===== src/rtl/cdvc_pkg.sv =====
// ---------------------------------------------------------------------------
// Calendar date validate/convert: shared package
// Status codes, month tables and the decode result struct.
// ---------------------------------------------------------------------------
package cdvc_pkg;

    typedef enum logic [2:0] {
        ST_OK,
        ST_YEAR,
        ST_MONTH,
        ST_DAY,
        ST_DOY,
        ST_HOUR,
        ST_MINUTE,
        ST_SECOND
    } t_status;

    localparam logic [13:0] YEAR_MIN     = 14'd1900;
    localparam logic [13:0] YEAR_MAX     = 14'd2400;
    localparam logic [18:0] DAY_BIAS     = 19'd36524;
    localparam logic [25:0] MICROS_MIN   = 26'd60000000;
    localparam logic [26:0] SEC_MICROS_MAX = 27'd59999999;
    localparam logic [36:0] MICROS_DAY   = 37'd86400000000;

    // Decode stage result.
    typedef struct packed {
        t_status     status;
        logic [8:0]  doy;
        logic [3:0]  mon;
        logic [4:0]  dom;
        logic [8:0]  y1;        // year - 1900
        logic [6:0]  leapdays;
        logic [10:0] mm;        // minute of day
    } t_dec;

    // Leap-year basis start day, month index 0..11.
    function automatic logic [8:0] f_month_start(input logic [3:0] idx);
        logic [8:0] s;
        unique case (idx)
            4'd0:    s = 9'd1;
            4'd1:    s = 9'd32;
            4'd2:    s = 9'd61;
            4'd3:    s = 9'd92;
            4'd4:    s = 9'd122;
            4'd5:    s = 9'd153;
            4'd6:    s = 9'd183;
            4'd7:    s = 9'd214;
            4'd8:    s = 9'd245;
            4'd9:    s = 9'd275;
            4'd10:   s = 9'd306;
            4'd11:   s = 9'd336;
            default: s = 9'd1;
        endcase
        return s;
    endfunction

    // Leap-year basis month length, month index 0..11.
    function automatic logic [4:0] f_month_len(input logic [3:0] idx);
        logic [4:0] l;
        unique case (idx)
            4'd1:                      l = 5'd29;
            4'd3, 4'd5, 4'd8, 4'd10:   l = 5'd30;
            default:                   l = 5'd31;
        endcase
        return l;
    endfunction

endpackage


===== src/rtl/cdvc_decode.sv =====
// ---------------------------------------------------------------------------
// Calendar date validate/convert: field decode
// Range checks in priority order, leap rule, day of year, month, day of
// month, leap-day count and minute of day.
// ---------------------------------------------------------------------------
module cdvc_decode import cdvc_pkg::*; (
    input  logic        i_operation,
    input  logic [13:0] i_year,
    input  logic [6:0]  i_month_in,
    input  logic [6:0]  i_day_in,
    input  logic [9:0]  i_ordinal_in,
    input  logic [6:0]  i_hour,
    input  logic [6:0]  i_minute,
    input  logic [26:0] i_second_micros,
    output t_dec        o_dec
);

    logic        year_ok;
    logic        leap;
    logic        mon_ok;
    logic [3:0]  midx;
    logic        day_ok;
    logic        ord_ok;
    logic [8:0]  cal_doy;
    logic [8:0]  ord;
    logic [3:0]  cnt;
    logic [8:0]  ostart;
    logic [8:0]  cstart;
    logic [8:0]  y1;
    logic [8:0]  y1m;
    logic [1:0]  cent;

    assign year_ok = (i_year >= YEAR_MIN) && (i_year <= YEAR_MAX);
    // century years in range that are not leap
    assign leap = (i_year[1:0] == 2'b00) &&
                  !((i_year == 14'd1900) || (i_year == 14'd2100) ||
                    (i_year == 14'd2200) || (i_year == 14'd2300));

    assign mon_ok = (i_month_in >= 7'd1) && (i_month_in <= 7'd12);
    assign midx   = i_month_in[3:0] - 4'd1;
    assign day_ok = (i_day_in >= 7'd1) &&
                    (i_day_in <= {2'b00, f_month_len(midx)}) &&
                    !((midx == 4'd1) && !leap && (i_day_in > 7'd28));

    assign cstart  = f_month_start(midx) - {8'd0, (!leap && (midx > 4'd1))};
    assign cal_doy = {2'b00, i_day_in} + cstart - 9'd1;

    assign ord    = i_ordinal_in[8:0];
    assign ord_ok = (i_ordinal_in >= 10'd1) && (i_ordinal_in <= 10'd366) &&
                    !(!leap && (i_ordinal_in == 10'd366));

    // month = 1 + number of later month starts already reached
    always_comb begin
        cnt = 4'd0;
        for (int i = 1; i < 12; i++) begin
            if (ord >= f_month_start(4'(i)) - {8'd0, (!leap && (i > 1))}) begin
                cnt = cnt + 4'd1;
            end
        end
    end
    assign ostart = f_month_start(cnt) - {8'd0, (!leap && (cnt > 4'd1))};

    assign y1  = 9'(i_year - YEAR_MIN);
    assign y1m = y1 - 9'd1;
    always_comb begin
        priority if (i_year > 14'd2300) begin
            cent = 2'd3;
        end else if (i_year > 14'd2200) begin
            cent = 2'd2;
        end else if (i_year > 14'd2100) begin
            cent = 2'd1;
        end else begin
            cent = 2'd0;
        end
    end

    always_comb begin
        priority if (!year_ok) begin
            o_dec.status = ST_YEAR;
        end else if (!i_operation && !mon_ok) begin
            o_dec.status = ST_MONTH;
        end else if (!i_operation && !day_ok) begin
            o_dec.status = ST_DAY;
        end else if (i_operation && !ord_ok) begin
            o_dec.status = ST_DOY;
        end else if (i_hour > 7'd23) begin
            o_dec.status = ST_HOUR;
        end else if (i_minute > 7'd59) begin
            o_dec.status = ST_MINUTE;
        end else if (i_second_micros > SEC_MICROS_MAX) begin
            o_dec.status = ST_SECOND;
        end else begin
            o_dec.status = ST_OK;
        end
    end

    always_comb begin
        if (i_operation) begin
            o_dec.doy = ord;
            o_dec.mon = cnt + 4'd1;
            o_dec.dom = 5'(ord - ostart + 9'd1);
        end else begin
            o_dec.doy = cal_doy;
            o_dec.mon = i_month_in[3:0];
            o_dec.dom = i_day_in[4:0];
        end
    end

    assign o_dec.y1       = y1;
    assign o_dec.leapdays = (y1 == 9'd0) ? 7'd0 : (7'(y1m >> 2) - {5'd0, cent});
    assign o_dec.mm       = ({6'd0, i_hour[4:0]} * 11'd60) + {5'd0, i_minute[5:0]};

endmodule


===== src/rtl/calendar_date_validate_convert_top.sv =====
// ---------------------------------------------------------------------------
// Calendar date validate/convert: top level
// Checks separated date/time fields and converts them to ordinal form,
// a day count relative to 2000 and microseconds of day.
// ---------------------------------------------------------------------------
// One result beat per input beat, one beat per cycle sustained while
// the output is not stalled. An accepted beat passes in order through
// three register stages on its way to o_valid: decode and range
// checks, then the day count multiply plus the minute-of-day by 60e6
// multiply, then the final microsecond add and error zeroing into the
// output register. Any failed check reports its
// status code with all other result fields zero; checks run year, month,
// day of month, day of year, hour, minute, second, and the first failure
// wins. Day 1 of the day count is January 1, 2000. The block keeps no state
// between beats. Stall propagates back through stages that hold data, so
// bubbles are squeezed out and nothing is dropped.
// ---------------------------------------------------------------------------
module calendar_date_validate_convert_top import cdvc_pkg::*; (
    input  logic               i_clk,
    input  logic               i_rst_n,
    // input channel
    input  logic               i_valid,
    output logic               o_stall,
    input  logic               i_operation,
    input  logic [13:0]        i_year,
    input  logic [6:0]         i_month_in,
    input  logic [6:0]         i_day_in,
    input  logic [9:0]         i_ordinal_in,
    input  logic [6:0]         i_hour,
    input  logic [6:0]         i_minute,
    input  logic [26:0]        i_second_micros,
    // result channel
    output logic               o_valid,
    input  logic               i_stall,
    output logic [2:0]         o_status,
    output logic [8:0]         o_day_of_year,
    output logic [3:0]         o_month_out,
    output logic [4:0]         o_day_of_month,
    output logic signed [18:0] o_days_since_2000,
    output logic [36:0]        o_micros_of_day
);

    // stage advance enables, back to front
    logic adv1, adv2, adv3;

    // stage 1: decoded fields
    t_dec        n_d1;
    t_dec        r_d1;
    logic [26:0] r_sec1;
    logic        r_v1;

    // stage 2: day count and time product
    t_status     r_st2;
    logic [8:0]  r_doy2;
    logic [3:0]  r_mon2;
    logic [4:0]  r_dom2;
    logic [18:0] r_jd2;
    logic [36:0] r_prod2;
    logic [26:0] r_sec2;
    logic        r_v2;
    logic [18:0] n_jd2;
    logic [36:0] n_prod2;

    // stage 3: output register
    t_status     r_st3;
    logic [8:0]  r_doy3;
    logic [3:0]  r_mon3;
    logic [4:0]  r_dom3;
    logic [18:0] r_jd3;
    logic [36:0] r_us3;
    logic        r_v3;
    logic        ok2;

    assign adv3    = !r_v3 || !i_stall;
    assign adv2    = !r_v2 || adv3;
    assign adv1    = !r_v1 || adv2;
    assign o_stall = !adv1;

    cdvc_decode u_decode (
        .i_operation     (i_operation),
        .i_year          (i_year),
        .i_month_in      (i_month_in),
        .i_day_in        (i_day_in),
        .i_ordinal_in    (i_ordinal_in),
        .i_hour          (i_hour),
        .i_minute        (i_minute),
        .i_second_micros (i_second_micros),
        .o_dec           (n_d1)
    );

    // valid bits
    always_ff @(posedge i_clk) begin
        if (!i_rst_n) begin
            r_v1 <= 1'b0;
            r_v2 <= 1'b0;
            r_v3 <= 1'b0;
        end else begin
            if (adv1) r_v1 <= i_valid;
            if (adv2) r_v2 <= r_v1;
            if (adv3) r_v3 <= r_v2;
        end
    end

    // stage 1 payload
    always_ff @(posedge i_clk) begin
        if (adv1 && i_valid) begin
            r_d1   <= n_d1;
            r_sec1 <= i_second_micros;
        end
    end

    // days = y1*365 + leap days + doy - 36524, wraps into 19-bit signed
    assign n_jd2   = 19'({10'd0, r_d1.y1} * 19'd365) + {12'd0, r_d1.leapdays} +
                     {10'd0, r_d1.doy} - DAY_BIAS;
    assign n_prod2 = {26'd0, r_d1.mm} * {11'd0, MICROS_MIN};

    always_ff @(posedge i_clk) begin
        if (adv2 && r_v1) begin
            r_st2   <= r_d1.status;
            r_doy2  <= r_d1.doy;
            r_mon2  <= r_d1.mon;
            r_dom2  <= r_d1.dom;
            r_jd2   <= n_jd2;
            r_prod2 <= n_prod2;
            r_sec2  <= r_sec1;
        end
    end

    // final add; error beats carry zeros
    assign ok2 = (r_st2 == ST_OK);

    always_ff @(posedge i_clk) begin
        if (adv3 && r_v2) begin
            r_st3  <= r_st2;
            r_doy3 <= ok2 ? r_doy2 : 9'd0;
            r_mon3 <= ok2 ? r_mon2 : 4'd0;
            r_dom3 <= ok2 ? r_dom2 : 5'd0;
            r_jd3  <= ok2 ? r_jd2  : 19'd0;
            r_us3  <= ok2 ? (r_prod2 + {10'd0, r_sec2}) : 37'd0;
        end
    end

    assign o_valid           = r_v3;
    assign o_status          = r_st3;
    assign o_day_of_year     = r_doy3;
    assign o_month_out       = r_mon3;
    assign o_day_of_month    = r_dom3;
    assign o_days_since_2000 = signed'(r_jd3);
    assign o_micros_of_day   = r_us3;

endmodule


===== config.mk =====
export PLATFORM = sky130hd
export DESIGN_NAME = calendar_date_validate_convert_top
export DESIGN_NICKNAME = d
export VERILOG_FILES = /design/src/rtl/cdvc_pkg.sv /design/src/rtl/cdvc_decode.sv /design/src/rtl/calendar_date_validate_convert_top.sv
export SDC_FILE = /design/constraint.sdc
export NUM_CORES = 1
export LEC_CHECK = 0
export BUFFER_PORTS_ARGS = -buffer_cell sky130_fd_sc_hd__buf_2
export CAP_MARGIN = 20
export CORE_MARGIN = 2
export CORE_UTILIZATION = 58
export CTS_BUF_LIST = sky130_fd_sc_hd__clkbuf_2
export DETAILED_ROUTE_END_ITERATION = 12
export PLACE_DENSITY = 0.78
export SLEW_MARGIN = 5
export SYNTH_ARGS = -nofsm -noshare
export SYNTH_HDL_FRONTEND = slang
export SYNTH_SLANG_ARGS = --single-unit

===== constraint.sdc =====
create_clock -name i_clk -period 38.2 [get_ports i_clk]
set_input_delay 7.64 -clock i_clk [delete_from_list [all_inputs] [get_ports i_clk]]
set_output_delay 7.64 -clock i_clk [all_outputs]
set_load 0.02 [all_outputs]

==> metrics.md <==
| Metric | Value |
|---|---|
| IO buf count | `162` |
| Max-slew violation total from the final report | `0` |
| Final net count | `2,343` |
| Share of synthesized registers carrying an async set or reset | `0%` |
| Data arrival, critical path | `approximately 18 ns` |
| Setup repair after global routing missed its margin | `no` |
| Clock tree from TritonCTS | `yes` |
| Share of synthesized area occupied by flip-flops and latches | `around 39%` |
| Max_cap viols | `0` |
| Via/cell ratio | `between 5 and 6` |
| Via total after detailed routing | `between 10k and 15k` |
| Boundary pin count | `between 150 and 200` |
| Setup-failing EPs final | `0` |
| Y dimension of the die | `185 um` |
| Number of buffers created by CTS | `68` |
| Total routing usage reported by global routing | `about a quarter` |
| Average wire per cell in the routed design | `16.6 um` |
| Critical path endpoint category | `register` |
| Worst min-delay path category | `reg -> reg` |
| Number of levels in the clock H-tree | `3` |
| Run status | `finished clean` |
| Hold bufs inserted after CTS | `0` |
| Area added between synthesis and finish | `10.0%` |
| TritonRoute pass-1 iters | `6` |
| First-pass GRT wire length | `between 60,000 and 70,000 um` |
| Final hold violations | `0` |
| Setup Total Neg Slack | `0 ns` |
| Clock transition at the registers of the reported paths | `about 0.1 ns` |
| Resized cells post-CTS | `0` |
| Total global routing overflow | `0` |
| Final std cell area, no fill | `about 0.021 mm^2` |
| Post-placement cell area | `0.0203 mm^2` |
| Post-route minimum period | `between 15 and 20 ns` |
| Root cell of the clock tree | `sky130_fd_sc_hd__clkbuf_2` |
| Number of warnings printed during yosys synthesis | `0` |
| Worst-path fanout max | `10` |
| Count of clock tree sinks | `251` |
| Number of antenna violations at the first check in global routing | `4` |
| Core Box Area | `0.0324 mm^2` |
| Synth Flop Type | `sky130_fd_sc_hd__edfxtp_1` |
| HPWL after detailed placement | `a little over 30,000 um` |
| Post-route DRC | `0` |
| X dimension of the die | `approximately 190 um` |
| Netlist area before placement | `about 0.019 mm^2` |
| Setup Crit Path Kind | `in -> reg` |
| Tightest Pin Transition | `between 1 and 1.5 ns` |
| Net Count, Synth | `about 2.1k` |
| Clock latency on the worst-skew pair | `roughly 0.93 ns` |
| Iter 0 DRT Violations | `between 800 and 900` |
| Post-CTS Setup Repair Bufs | `0` |
| Total routed wirelength | `39,600 um` |
| Final Cycle Share | `between 40% and 50%` |
| Number of global-route vias before repair | `~13k` |
| Number of flops mapped to enable cells by yosys | `about 250` |
| Setup crit start kind | `primary input` |
| Synthesis-stage register bit count | `roughly 250` |
| Most common cell type on the critical path | `sky130_fd_sc_hd__ha_1` |
| Commonest cells after routing, fill and taps aside | `254 x sky130_fd_sc_hd__ha_1, 248 x sky130_fd_sc_hd__edfxtp_1, 239 x sky130_fd_sc_hd__inv_1` |
| Headroom to the max-slew limit | `30.2%` |
| Initial core utilization | `58.7%` |
| Largest net degree at the start of global routing | `76` |
| DRT antenna net count | `0` |
| Ratio of cells with drive above 1 in the final layout | `between 10% and 20%` |
| Peak Freq | `~0.057 GHz` |
| Maximum clock path buffer count | `3` |
| Die Footprint | `about 0.034 mm^2` |
| GP Congestion | `about 0.9` |
| Final Util | `64.6%` |
| Final-layout worst hold slack | `0.403 ns` |
| Stage delay of the slowest cell on the critical path | `about 0.45 ns` |
| Post-synthesis cell count | `about 1.7k` |
| FP Rows | `66` |
| Most frequent standard cell in the layout excluding fill and tap cells | `sky130_fd_sc_hd__ha_1` |
| Setup clock skew after layout | `between 0.1 and 0.15 ns` |
| WP data required | `38.83 ns` |
| Post-Syn Area per Cell | `approximately 11 um^2` |
| Library cells used by synthesis | `between 80 and 90` |
| Slowest stage cell, crit path | `sky130_fd_sc_hd__or4_1` |
critical path, delay by kind of cell:
kind,cells,cell delay [ns]
compound gates,13,2.66
xor+xnor,5,1.32
fa+ha+maj,10,3.02
buf+inv,4,0.65
mux,2,0.50
simple gates,13,2.51
area by class of cell:
class	instances	area, um^2
multi-input combinational	1172	10500
timing repair buffer	168	852
inverter	239	897
tap	442	553
sequential	251	7510
fill	2585	11500
clock buffer	92	460
antenna	5	12.5
clock inverter	16	134
sequential cells by signal, summed over array words and instances (netlist names):
register and count:
r_mon2 4, r_prod2 29, r_doy2 9, o_month_out 4, o_valid 1, r_d1 48
r_dom2 5, r_st2 3, o_micros_of_day 37, r_jd2 19, o_day_of_month 5, o_days_since_2000 19
r_v1 1, r_sec2 27, r_v2 1, o_status 3, o_day_of_year 9, r_sec1 27
final timing paths:
| path | slack, ns | from | cells past startpoint | endpoint |
|---|---|---|---|---|
| min | 0.40 | r_sec1[20]$_DFFE_PP_ | 0 | r_sec2[20]$_DFFE_PP_ |
| max reg2reg | 32.44 | r_d1[9]$_DFFE_PP_ | 17 | r_prod2[36]$_DFFE_PP_ |
| min reg2reg | 0.40 | r_sec1[20]$_DFFE_PP_ | 0 | r_sec2[20]$_DFFE_PP_ |
| max | 20.51 | i_year[8] | 47 | r_d1[31]$_DFFE_PP_ |
metrics by stage:
step,setup slack (ns),cells
after floorplan,20.94,1691
after global placement,20.04,2271
after detailed placement,19.68,2272
after CTS,20.69,2380
after global routing,19.71,2381
final,20.51,2385
Yosys cell counts, types with 6 or more instances:
cell	count	area share (%)
sky130_fd_sc_hd__mux2i_1	6	0.32
sky130_fd_sc_hd__fa_1	105	11
sky130_fd_sc_hd__nand2_1	78	1.5
sky130_fd_sc_hd__nor3_1	34	0.90
sky130_fd_sc_hd__and3_1	18	0.59
sky130_fd_sc_hd__o31ai_1	7	0.28
sky130_fd_sc_hd__a21boi_0	8	0.32
sky130_fd_sc_hd__or3_1	10	0.33
sky130_fd_sc_hd__and2_1	56	1.8
sky130_fd_sc_hd__ha_1	254	17
sky130_fd_sc_hd__nand4_1	6	0.20
sky130_fd_sc_hd__nor4_1	10	0.33
sky130_fd_sc_hd__edfxtp_1	248	39
sky130_fd_sc_hd__o21bai_1	9	0.36
sky130_fd_sc_hd__clkbuf_1	16	0.32
sky130_fd_sc_hd__nand3_1	23	0.61
sky130_fd_sc_hd__a21o_1	31	1.2
sky130_fd_sc_hd__o21ai_0	63	1.7
sky130_fd_sc_hd__nand3b_1	7	0.28
sky130_fd_sc_hd__nor2_1	101	2.0
sky130_fd_sc_hd__a31oi_1	6	0.20
sky130_fd_sc_hd__a21oi_1	87	2.3
sky130_fd_sc_hd__inv_1	239	4.7
sky130_fd_sc_hd__nor2b_1	15	0.49
sky130_fd_sc_hd__o21a_1	9	0.36
sky130_fd_sc_hd__xor2_1	40	1.8
sky130_fd_sc_hd__xnor2_1	67	3.1
sky130_fd_sc_hd__nand2b_1	17	0.56
sky130_fd_sc_hd__a211oi_1	13	0.51
cells by family (layout without fill, tap and decap cells):
logic type	Yosys count	in the layout	synth area share, %
flip-flops	251	251	39.5
XOR/XNOR	116	116	5.92
multiplexers	10	10	0.553
buffers and inverters	268	515	5.44
AND/OR/NAND/NOR	401	401	10.9
AO/OA/AOI/OAI	286	286	9.89
adder cells (fa/ha/maj)	359	359	27.8
other	0	5	0
routing by layer:
metal / share of wire, % / vias up / routed length, um / global-route usage, %
li1: - / 6328 / - / -
met2: 48 / 347 / 19100 / 40.0
met3: 5.2 / 76 / 2050 / 4.05
met1: 44 / 6203 / 17500 / 31.4
met5: 0 / - / 0 / 0
met4: 2.6 / 0 / 1040 / 9.56
Power is left out: the tool's default activity adds up to more than one toggle a clock period on the data nets, which glitch-free logic cannot reach.
